File: config.mk
export PLATFORM = sky130hd
export DESIGN_NAME = audio_codec_fifo_register_block_core
export DESIGN_NICKNAME = d
export VERILOG_FILES = /design/src/rtl/acfrb_pkg.sv /design/src/rtl/audio_codec_fifo_register_block_core.sv /design/src/rtl/acfrb_fifo.sv /design/src/rtl/acfrb_regs.sv
export SDC_FILE = /design/constraint.sdc
export NUM_CORES = 1
export LEC_CHECK = 0
export BUFFER_PORTS_ARGS = -buffer_cell sky130_fd_sc_hd__buf_2
export CORE_ASPECT_RATIO = 0.75
export CORE_UTILIZATION = 56
export DETAILED_ROUTE_END_ITERATION = 10
export PLACE_DENSITY_LB_ADDON = 0.12
export SLEW_MARGIN = 20
export SYNTH_ARGS = -nofsm -noshare
export SYNTH_HDL_FRONTEND = slang
export SYNTH_SLANG_ARGS = --single-unit
File: constraint.sdc
create_clock -name clk -period 3.8 [get_ports clk]
set_input_delay 0.76 -clock clk [delete_from_list [all_inputs] [get_ports clk]]
set_output_delay 0.76 -clock clk [all_outputs]
set_load 0.1 [all_outputs]
File: src/rtl/acfrb_pkg.sv
// Shared package for the audio codec register block.
// Holds operation and register codes, field widths and the structs that
// pass between the FIFO, register and top-level modules. No dependencies.
package acfrb_pkg;

  // Field widths of one bus or converter word.
  localparam int unsigned OpW     = 3;
  localparam int unsigned SelW    = 3;
  localparam int unsigned DataW   = 16;
  localparam int unsigned FlagW   = 5;
  localparam int unsigned PowerW  = 3;
  localparam int unsigned AdcCtlW = 11;

  // Operation codes.
  localparam logic [OpW-1:0] OP_BUS_READ  = 3'd0;
  localparam logic [OpW-1:0] OP_BUS_WRITE = 3'd1;
  localparam logic [OpW-1:0] OP_ADC_PUSH  = 3'd2;
  localparam logic [OpW-1:0] OP_DAC_PULL  = 3'd3;
  localparam logic [OpW-1:0] OP_OVERCURR  = 3'd4;

  // Register select codes.
  localparam logic [SelW-1:0] REG_POWER    = 3'd0;
  localparam logic [SelW-1:0] REG_MASK     = 3'd1;
  localparam logic [SelW-1:0] REG_ADC_CTL  = 3'd2;
  localparam logic [SelW-1:0] REG_DAC_CTL  = 3'd3;
  localparam logic [SelW-1:0] REG_FLAGS    = 3'd4;
  localparam logic [SelW-1:0] REG_ADC_DATA = 3'd5;
  localparam logic [SelW-1:0] REG_DAC_DATA = 3'd6;

  // Power register bits.
  localparam int unsigned PWR_ADC_EN = 0;
  localparam int unsigned PWR_DAC_EN = 1;

  // Flag register bits that clear a sticky flag on a write of one.
  localparam int unsigned FLG_DAC_UNF = 0;
  localparam int unsigned FLG_ADC_OVF = 1;
  localparam int unsigned FLG_OVERCUR = 4;

  // Request into one sample FIFO.
  typedef struct packed {
    logic push;
    logic pop;
  } fifo_req_t;

  // Status of one sample FIFO.
  typedef struct packed {
    logic empty;
    logic full;
  } fifo_stat_t;

  // Events that set sticky flags.
  typedef struct packed {
    logic overcurrent;
    logic adc_overflow;
    logic dac_underflow;
  } flag_evt_t;

endpackage

File: src/rtl/audio_codec_fifo_register_block_core.sv
// Audio codec register block: top level with the sequencer and output word.
// Instantiates acfrb_regs and two acfrb_fifo; depends on acfrb_pkg.
//
// Each input word is one bus access or converter event and gives exactly one
// output word. After acceptance a word passes the execute state, which updates
// registers and issues the FIFO memory access, and then the finish state, which
// waits for a free output and loads the output register from the memory read.
// A new word is accepted only once the previous one has left the sequencer,
// so the block does not take a new word while one is still in flight.
// The ADC and DAC sample FIFOs are synchronous memories of ADC_FIFO_DEPTH and
// DAC_FIFO_DEPTH entries; they need no clearing after reset.
module audio_codec_fifo_register_block_core #(
  parameter int unsigned ADC_FIFO_DEPTH = 16,
  parameter int unsigned DAC_FIFO_DEPTH = 16
) (
  input  logic        clk,
  input  logic        rst,
  input  logic        s_tvalid,
  output logic        s_tready,
  // write_value [15:0], adc_sample [31:16]
  input  logic [31:0] s_tdata,
  // operation [2:0], reg_select [5:3]
  input  logic [5:0]  s_tuser,
  output logic        m_tvalid,
  input  logic        m_tready,
  // read_value [15:0], dac_sample [31:16], irq_line [32], zero [39:33]
  output logic [39:0] m_tdata
);

  typedef enum logic [1:0] {
    ST_IDLE,
    ST_EXEC,
    ST_FIN
  } state_t;

  state_t                        state;
  logic [acfrb_pkg::OpW-1:0]     op;
  logic [acfrb_pkg::SelW-1:0]    sel;
  logic [acfrb_pkg::DataW-1:0]   wval;
  logic [acfrb_pkg::DataW-1:0]   smp;
  logic                          hit;
  logic                          hit_next;

  acfrb_pkg::fifo_req_t          adc_req;
  acfrb_pkg::fifo_req_t          dac_req;
  acfrb_pkg::fifo_stat_t         adc_stat;
  acfrb_pkg::fifo_stat_t         dac_stat;
  acfrb_pkg::flag_evt_t          evt;
  logic [acfrb_pkg::DataW-1:0]   adc_rdata;
  logic [acfrb_pkg::DataW-1:0]   dac_rdata;
  logic [acfrb_pkg::PowerW-1:0]  power;
  logic [acfrb_pkg::DataW-1:0]   reg_rd;
  logic                          irq;
  logic                          reg_wr;
  logic [acfrb_pkg::DataW-1:0]   read_value;
  logic [acfrb_pkg::DataW-1:0]   dac_sample;
  logic                          out_free;

  assign s_tready = (state == ST_IDLE);
  assign out_free = !m_tvalid || m_tready;

  // Execute step: FIFO requests, register write and flag events.
  always_comb begin
    adc_req  = '0;
    dac_req  = '0;
    evt      = '0;
    reg_wr   = 1'b0;
    hit_next = 1'b0;
    if (state == ST_EXEC) begin
      unique case (op)
        acfrb_pkg::OP_BUS_READ: begin
          if (sel == acfrb_pkg::REG_ADC_DATA && !adc_stat.empty) begin
            adc_req.pop = 1'b1;
            hit_next    = 1'b1;
          end
        end
        acfrb_pkg::OP_BUS_WRITE: begin
          reg_wr = 1'b1;
          if (sel == acfrb_pkg::REG_DAC_DATA && !dac_stat.full) begin
            dac_req.push = 1'b1;
          end
        end
        acfrb_pkg::OP_ADC_PUSH: begin
          if (power[acfrb_pkg::PWR_ADC_EN]) begin
            adc_req.push     = !adc_stat.full;
            evt.adc_overflow = adc_stat.full;
          end
        end
        acfrb_pkg::OP_DAC_PULL: begin
          if (power[acfrb_pkg::PWR_DAC_EN]) begin
            dac_req.pop       = !dac_stat.empty;
            hit_next          = !dac_stat.empty;
            evt.dac_underflow = dac_stat.empty;
          end
        end
        acfrb_pkg::OP_OVERCURR: begin
          evt.overcurrent = 1'b1;
        end
        default: begin
        end
      endcase
    end
  end

  // Result fields, formed after the state update has landed.
  always_comb begin
    read_value = '0;
    dac_sample = '0;
    if (op == acfrb_pkg::OP_BUS_READ) begin
      read_value = (sel == acfrb_pkg::REG_ADC_DATA) ? (hit ? adc_rdata : '0) : reg_rd;
    end
    if (op == acfrb_pkg::OP_DAC_PULL && hit) begin
      dac_sample = dac_rdata;
    end
  end

  // Sequencer and output register.
  always_ff @(posedge clk) begin
    if (rst) begin
      state    <= ST_IDLE;
      m_tvalid <= 1'b0;
    end else begin
      // A finished word loads the output; otherwise a taken word clears it.
      if (state == ST_FIN && out_free) begin
        m_tvalid <= 1'b1;
      end else if (m_tready) begin
        m_tvalid <= 1'b0;
      end
      unique case (state)
        ST_IDLE: begin
          if (s_tvalid) begin
            state <= ST_EXEC;
          end
        end
        ST_EXEC: begin
          state <= ST_FIN;
        end
        ST_FIN: begin
          if (out_free) begin
            state <= ST_IDLE;
          end
        end
        default: state <= ST_IDLE;
      endcase
    end
  end

  // Captured word and payload registers.
  always_ff @(posedge clk) begin
    if (s_tvalid && s_tready) begin
      op   <= s_tuser[2:0];
      sel  <= s_tuser[5:3];
      wval <= s_tdata[15:0];
      smp  <= s_tdata[31:16];
    end
    if (state == ST_EXEC) begin
      hit <= hit_next;
    end
    if (state == ST_FIN && out_free) begin
      m_tdata <= {7'd0, irq, dac_sample, read_value};
    end
  end

  acfrb_regs u_regs (
    .clk      (clk),
    .rst      (rst),
    .wr_en    (reg_wr),
    .sel      (sel),
    .wdata    (wval),
    .evt      (evt),
    .adc_stat (adc_stat),
    .dac_stat (dac_stat),
    .power    (power),
    .rd_data  (reg_rd),
    .irq      (irq)
  );

  acfrb_fifo #(
    .DEPTH (ADC_FIFO_DEPTH)
  ) u_adc_fifo (
    .clk   (clk),
    .rst   (rst),
    .req   (adc_req),
    .wdata (smp),
    .rdata (adc_rdata),
    .stat  (adc_stat)
  );

  acfrb_fifo #(
    .DEPTH (DAC_FIFO_DEPTH)
  ) u_dac_fifo (
    .clk   (clk),
    .rst   (rst),
    .req   (dac_req),
    .wdata (wval),
    .rdata (dac_rdata),
    .stat  (dac_stat)
  );

endmodule

File: src/rtl/acfrb_fifo.sv
// Sample FIFO built around one synchronous memory with a registered read.
// Keeps head, tail and fill count; depends on acfrb_pkg for its structs.
module acfrb_fifo #(
  parameter int unsigned DEPTH = 16
) (
  input  logic                        clk,
  input  logic                        rst,
  input  acfrb_pkg::fifo_req_t        req,
  input  logic [acfrb_pkg::DataW-1:0] wdata,
  output logic [acfrb_pkg::DataW-1:0] rdata,
  output acfrb_pkg::fifo_stat_t       stat
);

  localparam int unsigned AW = $clog2(DEPTH);
  localparam int unsigned CW = $clog2(DEPTH + 1);
  localparam logic [AW-1:0] LastIdx = AW'(DEPTH - 1);

  logic [acfrb_pkg::DataW-1:0] mem [DEPTH];
  logic [AW-1:0] head;
  logic [AW-1:0] tail;
  logic [CW-1:0] count;

  // Pointers and fill count.
  always_ff @(posedge clk) begin
    if (rst) begin
      head  <= '0;
      tail  <= '0;
      count <= '0;
    end else begin
      if (req.push) begin
        tail <= (tail == LastIdx) ? '0 : tail + AW'(1);
      end
      if (req.pop) begin
        head <= (head == LastIdx) ? '0 : head + AW'(1);
      end
      unique case ({req.push, req.pop})
        2'b10:   count <= count + CW'(1);
        2'b01:   count <= count - CW'(1);
        default: count <= count;
      endcase
    end
  end

  // Sample storage; read data holds until the next pop.
  always_ff @(posedge clk) begin
    if (req.push) begin
      mem[tail] <= wdata;
    end
    if (req.pop) begin
      rdata <= mem[head];
    end
  end

  assign stat.empty = (count == '0);
  assign stat.full  = (count == CW'(DEPTH));

endmodule

File: src/rtl/acfrb_regs.sv
// Control and status registers: power, mask, converter controls, sticky
// flags, bus read selection and the interrupt. Depends on acfrb_pkg.
module acfrb_regs (
  input  logic                         clk,
  input  logic                         rst,
  input  logic                         wr_en,
  input  logic [acfrb_pkg::SelW-1:0]   sel,
  input  logic [acfrb_pkg::DataW-1:0]  wdata,
  input  acfrb_pkg::flag_evt_t         evt,
  input  acfrb_pkg::fifo_stat_t        adc_stat,
  input  acfrb_pkg::fifo_stat_t        dac_stat,
  output logic [acfrb_pkg::PowerW-1:0] power,
  output logic [acfrb_pkg::DataW-1:0]  rd_data,
  output logic                         irq
);

  typedef acfrb_pkg::flag_evt_t flag_clr_t;

  logic [acfrb_pkg::FlagW-1:0]   mask;
  logic [acfrb_pkg::AdcCtlW-1:0] adc_ctl;
  logic [acfrb_pkg::DataW-1:0]   dac_ctl;
  flag_clr_t                     sticky;
  logic [acfrb_pkg::FlagW-1:0]   flags;

  // Register writes and sticky flag updates.
  always_ff @(posedge clk) begin
    if (rst) begin
      power   <= '0;
      mask    <= '0;
      adc_ctl <= '0;
      dac_ctl <= '0;
      sticky  <= '0;
    end else begin
      if (wr_en && sel == acfrb_pkg::REG_POWER) begin
        power <= wdata[acfrb_pkg::PowerW-1:0];
      end
      if (wr_en && sel == acfrb_pkg::REG_MASK) begin
        mask <= wdata[acfrb_pkg::FlagW-1:0];
      end
      if (wr_en && sel == acfrb_pkg::REG_ADC_CTL) begin
        adc_ctl <= wdata[acfrb_pkg::AdcCtlW-1:0];
      end
      if (wr_en && sel == acfrb_pkg::REG_DAC_CTL) begin
        dac_ctl <= wdata;
      end
      if (wr_en && sel == acfrb_pkg::REG_FLAGS) begin
        sticky.dac_underflow <= sticky.dac_underflow & ~wdata[acfrb_pkg::FLG_DAC_UNF];
        sticky.adc_overflow  <= sticky.adc_overflow & ~wdata[acfrb_pkg::FLG_ADC_OVF];
        sticky.overcurrent   <= sticky.overcurrent & ~wdata[acfrb_pkg::FLG_OVERCUR];
      end else begin
        sticky <= sticky | evt;
      end
    end
  end

  // Flag word: sticky bits plus live FIFO status.
  assign flags = {sticky.overcurrent, ~dac_stat.full, ~adc_stat.empty,
                  sticky.adc_overflow, sticky.dac_underflow};

  // Bus read selection for the plain registers.
  always_comb begin
    unique case (sel)
      acfrb_pkg::REG_POWER:   rd_data = acfrb_pkg::DataW'(power);
      acfrb_pkg::REG_MASK:    rd_data = acfrb_pkg::DataW'(mask);
      acfrb_pkg::REG_ADC_CTL: rd_data = acfrb_pkg::DataW'(adc_ctl);
      acfrb_pkg::REG_DAC_CTL: rd_data = dac_ctl;
      acfrb_pkg::REG_FLAGS:   rd_data = acfrb_pkg::DataW'(flags);
      default:                rd_data = '0;
    endcase
  end

  assign irq = |(flags & mask);

endmodule

# ---- Yosys cells after proc, flatten, opt, wreduce, memory -nomap -nowiden
# Memory sizes are Yosys's and may differ from the RTL's. A register that Yosys moved wholly into a read port is not among the register bits.
# Index checks and enable logic that the tools add are counted.
# Widths: inputs -> output; s select.
dict set report classes {
  n_addsub 8
  eq_ne 24
  n_mux 38
  bitwise_logic 10
  n_reduce_logical 26
}
# op n
set op_table {}
lappend op_table {{$pmux 16 s5} 1}
lappend op_table {{$mux 16} 2}
lappend op_table {{$mux 1} 21}
lappend op_table {{$pmux 5 s2} 2}
lappend op_table {{$add 4x1->4 const B} 4}
lappend op_table {{$eq 4x4->1 const B} 4}
lappend op_table {{$mux 4} 4}
lappend op_table {{$eq 3x2->1 const B} 4}
lappend op_table {{$eq 3x3->1 const B} 4}
lappend op_table {{$add 5x1->5 const B} 2}
lappend op_table {{$eq 5x5->1 const B} 2}
lappend op_table {{$logic_and 1x1->1} 10}
lappend op_table {{$logic_not 5->1} 2}
lappend op_table {{$sub 5x1->5 const B} 2}
lappend op_table {{$mux 2} 4}
lappend op_table {{$eq 2x1->1 const B} 3}
lappend op_table {{$eq 2x2->1 const B} 3}
lappend op_table {{$eq 3x1->1 const B} 2}
lappend op_table {{$logic_not 3->1} 2}
lappend op_table {{$mux 3} 2}
lappend op_table {{$pmux 2 s3} 1}
lappend op_table {{$reduce_bool 2->1} 3}
lappend op_table {{$and 5x5->5} 1}
lappend op_table {{$logic_not 1->1} 5}
lappend op_table {{9 further kinds} 16}
dict set report totals {
  register_bits 139
  mem_bits_rw 512
  inputBits 42
  output_inout_bits 42
  elab_cells 131
  memories 2
}
# memory words width read_ports rd_clocked_by_memory_dff wr line_no
set memory_table {}
lappend memory_table {u_adc_fifo.mem 16 16 1 1 1 acfrb_fifo.sv:18} ;# logic [acfrb_pkg::DataW-1:0] mem [DEPTH];
lappend memory_table {u_dac_fifo.mem 16 16 1 1 1 acfrb_fifo.sv:18}

# ---- Logic depth before layout (Yosys ltp)
dict set report depth {
  word_depth 8
  depth_mapped 12
  ltp_nobuf 11
}

# ---- Cells and area by module
# Synthesis repeated with hierarchy kept, for this count alone.
dict set report hier_totals {
  cells_unflattened 1488
  hier_area_um2 27292.4
}
# module n_inst cells_each area_per_inst_um2
set by_module_without_submodules {}
lappend by_module_without_submodules {acfrb_fifo 2 542 11295.8}
lappend by_module_without_submodules {audio_codec_fifo_register_block_core 1 185 2925.3}
lappend by_module_without_submodules {acfrb_regs 1 219 1775.5}

# ---- Least setup slack after synthesis
# Ideal clock, no wire load.
dict set report synth_timing {
  kind {reg-to-reg}
  start {register op[2] (netlist name)}
  end {register u_dac_fifo.count[4]}
  setup_time_ns 0.063
  arrival_time_ns 3.493
  required_ns 3.737
  slack_ns 0.244
  stages_incl_launch_ff 11
  path_cell_list {edfxtp_1 > nand4b_1 > a211oi_2 > ha_1 > clkbuf_1 > xor2_1 > ha_1 > a21oi_1 > a221oi_1 > or4b_1 > nand3_1}
}
# item line_no
set synth_rtl {}
lappend synth_rtl {{start, declared} audio_codec_fifo_register_block_core.sv:37} ;# logic [acfrb_pkg::OpW-1:0] op;
lappend synth_rtl {{start signal, assigned} audio_codec_fifo_register_block_core.sv:151} ;# op <= s_tuser[2:0];
lappend synth_rtl {{end signal, assigned} acfrb_fifo.sv:37} ;# 2'b10: count <= count + CW'(1);
lappend synth_rtl {{end signal, assigned} acfrb_fifo.sv:38} ;# 2'b01: count <= count - CW'(1);
lappend synth_rtl {{end signal, assigned} acfrb_fifo.sv:39} ;# default: count <= count;
lappend synth_rtl {{end, declared} acfrb_fifo.sv:21} ;# logic [CW-1:0] count;

# ---- Final worst setup path
dict set report layout_timing {
  start {register u_dac_fifo.count[1]}
  end {register u_dac_fifo.count[4]}
}
dict set report layout_between {
  elab_chain_cells 8
}
# item line_no
set layout_lines {}
lappend layout_lines {{$eq 5x5->1} acfrb_fifo.sv:55} ;# assign stat.full = (count == CW'(DEPTH));
lappend layout_lines {{$logic_not 1->1} audio_codec_fifo_register_block_core.sv:79} ;# if (sel == acfrb_pkg::REG_DAC_DATA && !dac_stat.full) begin
lappend layout_lines {{$logic_and 1x1->1} audio_codec_fifo_register_block_core.sv:79}
lappend layout_lines {{$mux 1} audio_codec_fifo_register_block_core.sv:79}
lappend layout_lines {{$mux 1} audio_codec_fifo_register_block_core.sv:70} ;# unique case (op)
lappend layout_lines {{$mux 2} audio_codec_fifo_register_block_core.sv:69} ;# if (state == ST_EXEC) begin
lappend layout_lines {{$eq 2x1->1 / $eq 2x2->1 (equally long branches)} acfrb_fifo.sv:36} ;# unique case ({req.push, req.pop})
lappend layout_lines {{$pmux 5 s2 / $reduce_bool 2->1 (equally long branches)} -}
# Several ways; a longest one is shown, not always the timed one.
# A chain may end at the register's enable or synchronous reset.

==> impl_metrics.toml <==
[sta]
rsz0062_at_grt = "no"
max-slew-margin-rel_pct = 24.3
tightest_slew_ns = 1.13
final-max-slew-violation-count = 0
fin_crit_ns = 3.15
finClkSkew_ns = 0.0226
final-setup-viol-count = 0
tns_ns = 0
fin_crit_sh_pct = 83.0
hold_viol_final = 0
timing.final.ws_setup_ns = 0.646
fmax_mhz = 317

[synth]
synthDistinctLibCells = 73
yosys.area.top_type = "edfxtp_1"
yosysWarnings = 0
synth_simple_gate_area_share_pct = 5.39
synth.area.mux_share_pct = 14.2
netlist.area_leader.share_pct = 69.0
netlist_area_mm2 = 0.0268
synth_cells = 1428
synth_xor_area_share_pct = 0.261
yosys.area_share.adder_pct = 0.793
synth_area_leaders = "edfxtp_1, mux4_2, dfxtp_1"
avgSynthCellArea_um2 = 18.8
dominantRegCellSynth = "edfxtp_1"
synth-compound-area-share_pct = 3.55
synth-edff-count = 616
synth_top_family_by_area = "multiplexers"
ys_async_sr_fraction_pct = 0
ys_ff_latch = 683
yosysSeqAreaShare_pct = 74.0

[worst_setup_path]
worst_r2r_path_depth = 11
required_ns = 4.32
rrSetupSlack_ns = 0.65
timing.rr.end = "u_dac_fifo.count[4]"
critical_path.max_stage_delay_ns = 0.56
crit_buf_inv = 1
cp-end-kind = "flop"
critPathArrivalTime_ns = 3.67
path_max_fanout = 10
path_delay_family = "simple AND/OR/NAND/NOR gates"
startpoint_type = "flop"
cpMostUsedCell = "ha_1"
crit_chain = "nor4_2, a21boi_1, buf_4, nand2_1, ha_1, xor2_1, ha_1, a21oi_1, a221oi_1, or4b_1, nand3_1"
path_class = "reg -> reg"
regToRegStartpoint = "u_dac_fifo.count[1]"
slowest_stage = "nor4_2"

[min_path]
holdCritStartpoint = "s_tdata[23]"
hold_class = "in -> reg"
hold_depth = 1
hold_end = "smp[7]"

[placement]
io_buffer_count = 76
hpwl_mm = 34.0
place_inst = 2119
pre_cts_slack_ns = 0.661
gp_congestion = 0.818

[route]
drt_iter0_markers = 1515
drc = 0
wire_per_inst_um = 25.0
vias = 13500
vias_per_cell = 6.04
dr.pass1.iters = 6
postRouteAntennaNets = 0
wl_mm = 56.0

[pwr]
vdd_ir_drop_max_mv = 0.355
p_per_area_mw_per_mm2 = 490
p_leak_nw = 9.76

[clocking]
post_cts_resized = 0
cts_tree = "built"
clock-sinks = 683
clk_latency_ns = 0.60
clk_pin_slew_worst_paths_ns = 0.07
cts_setup_buffers = 0
clk_path_buf_depth = 3
cts_hold_buf = 0
clock-root-buffer = "clkbuf_16"
cts_buffers = 67
cts_max_level = 3

[floorplanning]
num_rows = 69
io_pins = 84
initial_core_util_pct = 56.7
die_w_um = 255
dieArea_mm2 = 0.0488
fp.coreArea_mm2 = 0.0473
fp.dieH_um = 192

[grt]
antenna_found_initial = 3
grt_max_degree = 48
grt_overflow = 0
track_usage_pct = 23.9
grt_first_pass_wirelength_mm = 84.1
grt_pass1_vias = 13400

[final_layout]
final_net_count = 1608
instances_no_fill = 2238
area_growth_pct = 12.7
layout_commonest_cell = "edfxtp_1"
most-common-layout-cells = "edfxtp_1, mux4_2, mux2i_1"
fillers = 3352
final_util_pct = 63.9
drive_gt1_share_pct = 24.6
diodes = 0

[outcome]
status = "completed"

[run]
drv_cap = 0
==> power by group <==
group | internal, mW | switching, mW | total (mW)
combinational | 0.0537 | 0.196 | 0.250
clock | 3.56 | 2.65 | 6.21
sequential | 8.23 | 0.119 | 8.35
total | 11.8 | 2.96 | 14.8
==> per-stage QoR <==
stage	total power [mW]	instance area, um2	hold WS (ns)
after floorplan	8.64	26800	0.449
after global placement	8.75	28200	0.470
after detailed placement	8.76	28200	0.480
after CTS	14.9	30200	0.304
after global routing	15.2	30200	0.303
final	14.8	30200	0.333
==> cells in the mapped netlist (13+ instances only) <==
cell,n
nor2b_1,42
dfxtp_1,67
and3_1,17
clkbuf_1,40
nor3_1,13
nand2_1,14
ha_1,17
a211oi_1,32
buf_4,16
a21oi_1,62
mux2i_1,82
mux4_2,131
nor2_1,89
and2_1,21
edfxtp_1,616
buf_2,24
==> cell families (layout without fill, tap and decap cells) <==
| group | after synthesis | after routing |
|---|---|---|
| xor+xnor | 8 | 8 |
| fa+ha+maj | 17 | 17 |
| buf+inv | 102 | 267 |
| other cells | 1 | 7 |
| flops | 683 | 683 |
| compound gates | 141 | 141 |
| simple gates | 259 | 259 |
| mux | 217 | 217 |
==> worst register-to-register path: cells and delay by family, from the launching register on <==
kind / cells / cell delay, ns
buffers and inverters: 1 / 0.19
XOR/XNOR: 1 / 0.19
AO/OA/AOI/OAI: 3 / 0.57
adder cells (fa/ha/maj): 2 / 0.53
flip-flops: 1 / 0.38
AND/OR/NAND/NOR: 4 / 1.24
==> state kept, by name, summed over array words and instances (netlist names), 5 cells and up <==
| signal | count |
|---|---|
| m_tdata | 33 |
| smp | 16 |
| u_adc_fifo.count | 5 |
| u_adc_fifo.mem | 256 |
| u_adc_fifo.rdata | 16 |
| u_dac_fifo.count | 5 |
| u_dac_fifo.mem | 256 |
| u_dac_fifo.rdata | 16 |
| u_regs.adc_ctl | 11 |
| u_regs.dac_ctl | 16 |
| u_regs.mask | 5 |
| wval | 16 |
==> metal layers <==
| metal | vias to the layer above | GRT usage [%] | share of wire [%] |
|---|---|---|---|
| met3 | 82 | 4.74 | 7.3 |
| met2 | 480 | 33.6 | 44 |
| met4 | 0 | 5.73 | 1.6 |
| li1 | 5955 | - | - |
| met5 | - | 0 | 0 |
| met1 | 6999 | 38.5 | 47 |
==> worst max-delay path by stage <==
stage,from,end,slack [ns],cells after the start
3_5_place_dp,u_dac_fifo.count[1],u_dac_fifo.count[4],0.66,11
4_1_cts,u_dac_fifo.count[1],u_dac_fifo.count[4],0.63,11
3_3_place_gp,u_dac_fifo.count[1],u_dac_fifo.count[4],0.71,11
2_1_floorplan,op[2],u_dac_fifo.count[4],0.24,10
6_report,u_dac_fifo.count[1],u_dac_fifo.count[4],0.65,11
5_1_grt,u_dac_fifo.count[1],u_dac_fifo.count[4],0.28,11
==> area by class of cell <==
| cell class | instances | area, um2 | area share, % |
|---|---|---|---|
| timing repair buffer | 132 | 876 | 2.90 |
| clock buffer | 99 | 1880 | 6.22 |
| multi-input combinational | 649 | 6600 | 21.8 |
| inverter | 16 | 60.1 | 0.199 |
| clock inverter | 20 | 150 | 0.497 |
| tap | 639 | 800 | 2.65 |
| sequential | 683 | 19900 | 65.7 |
(Power assumes the default switching activity.)
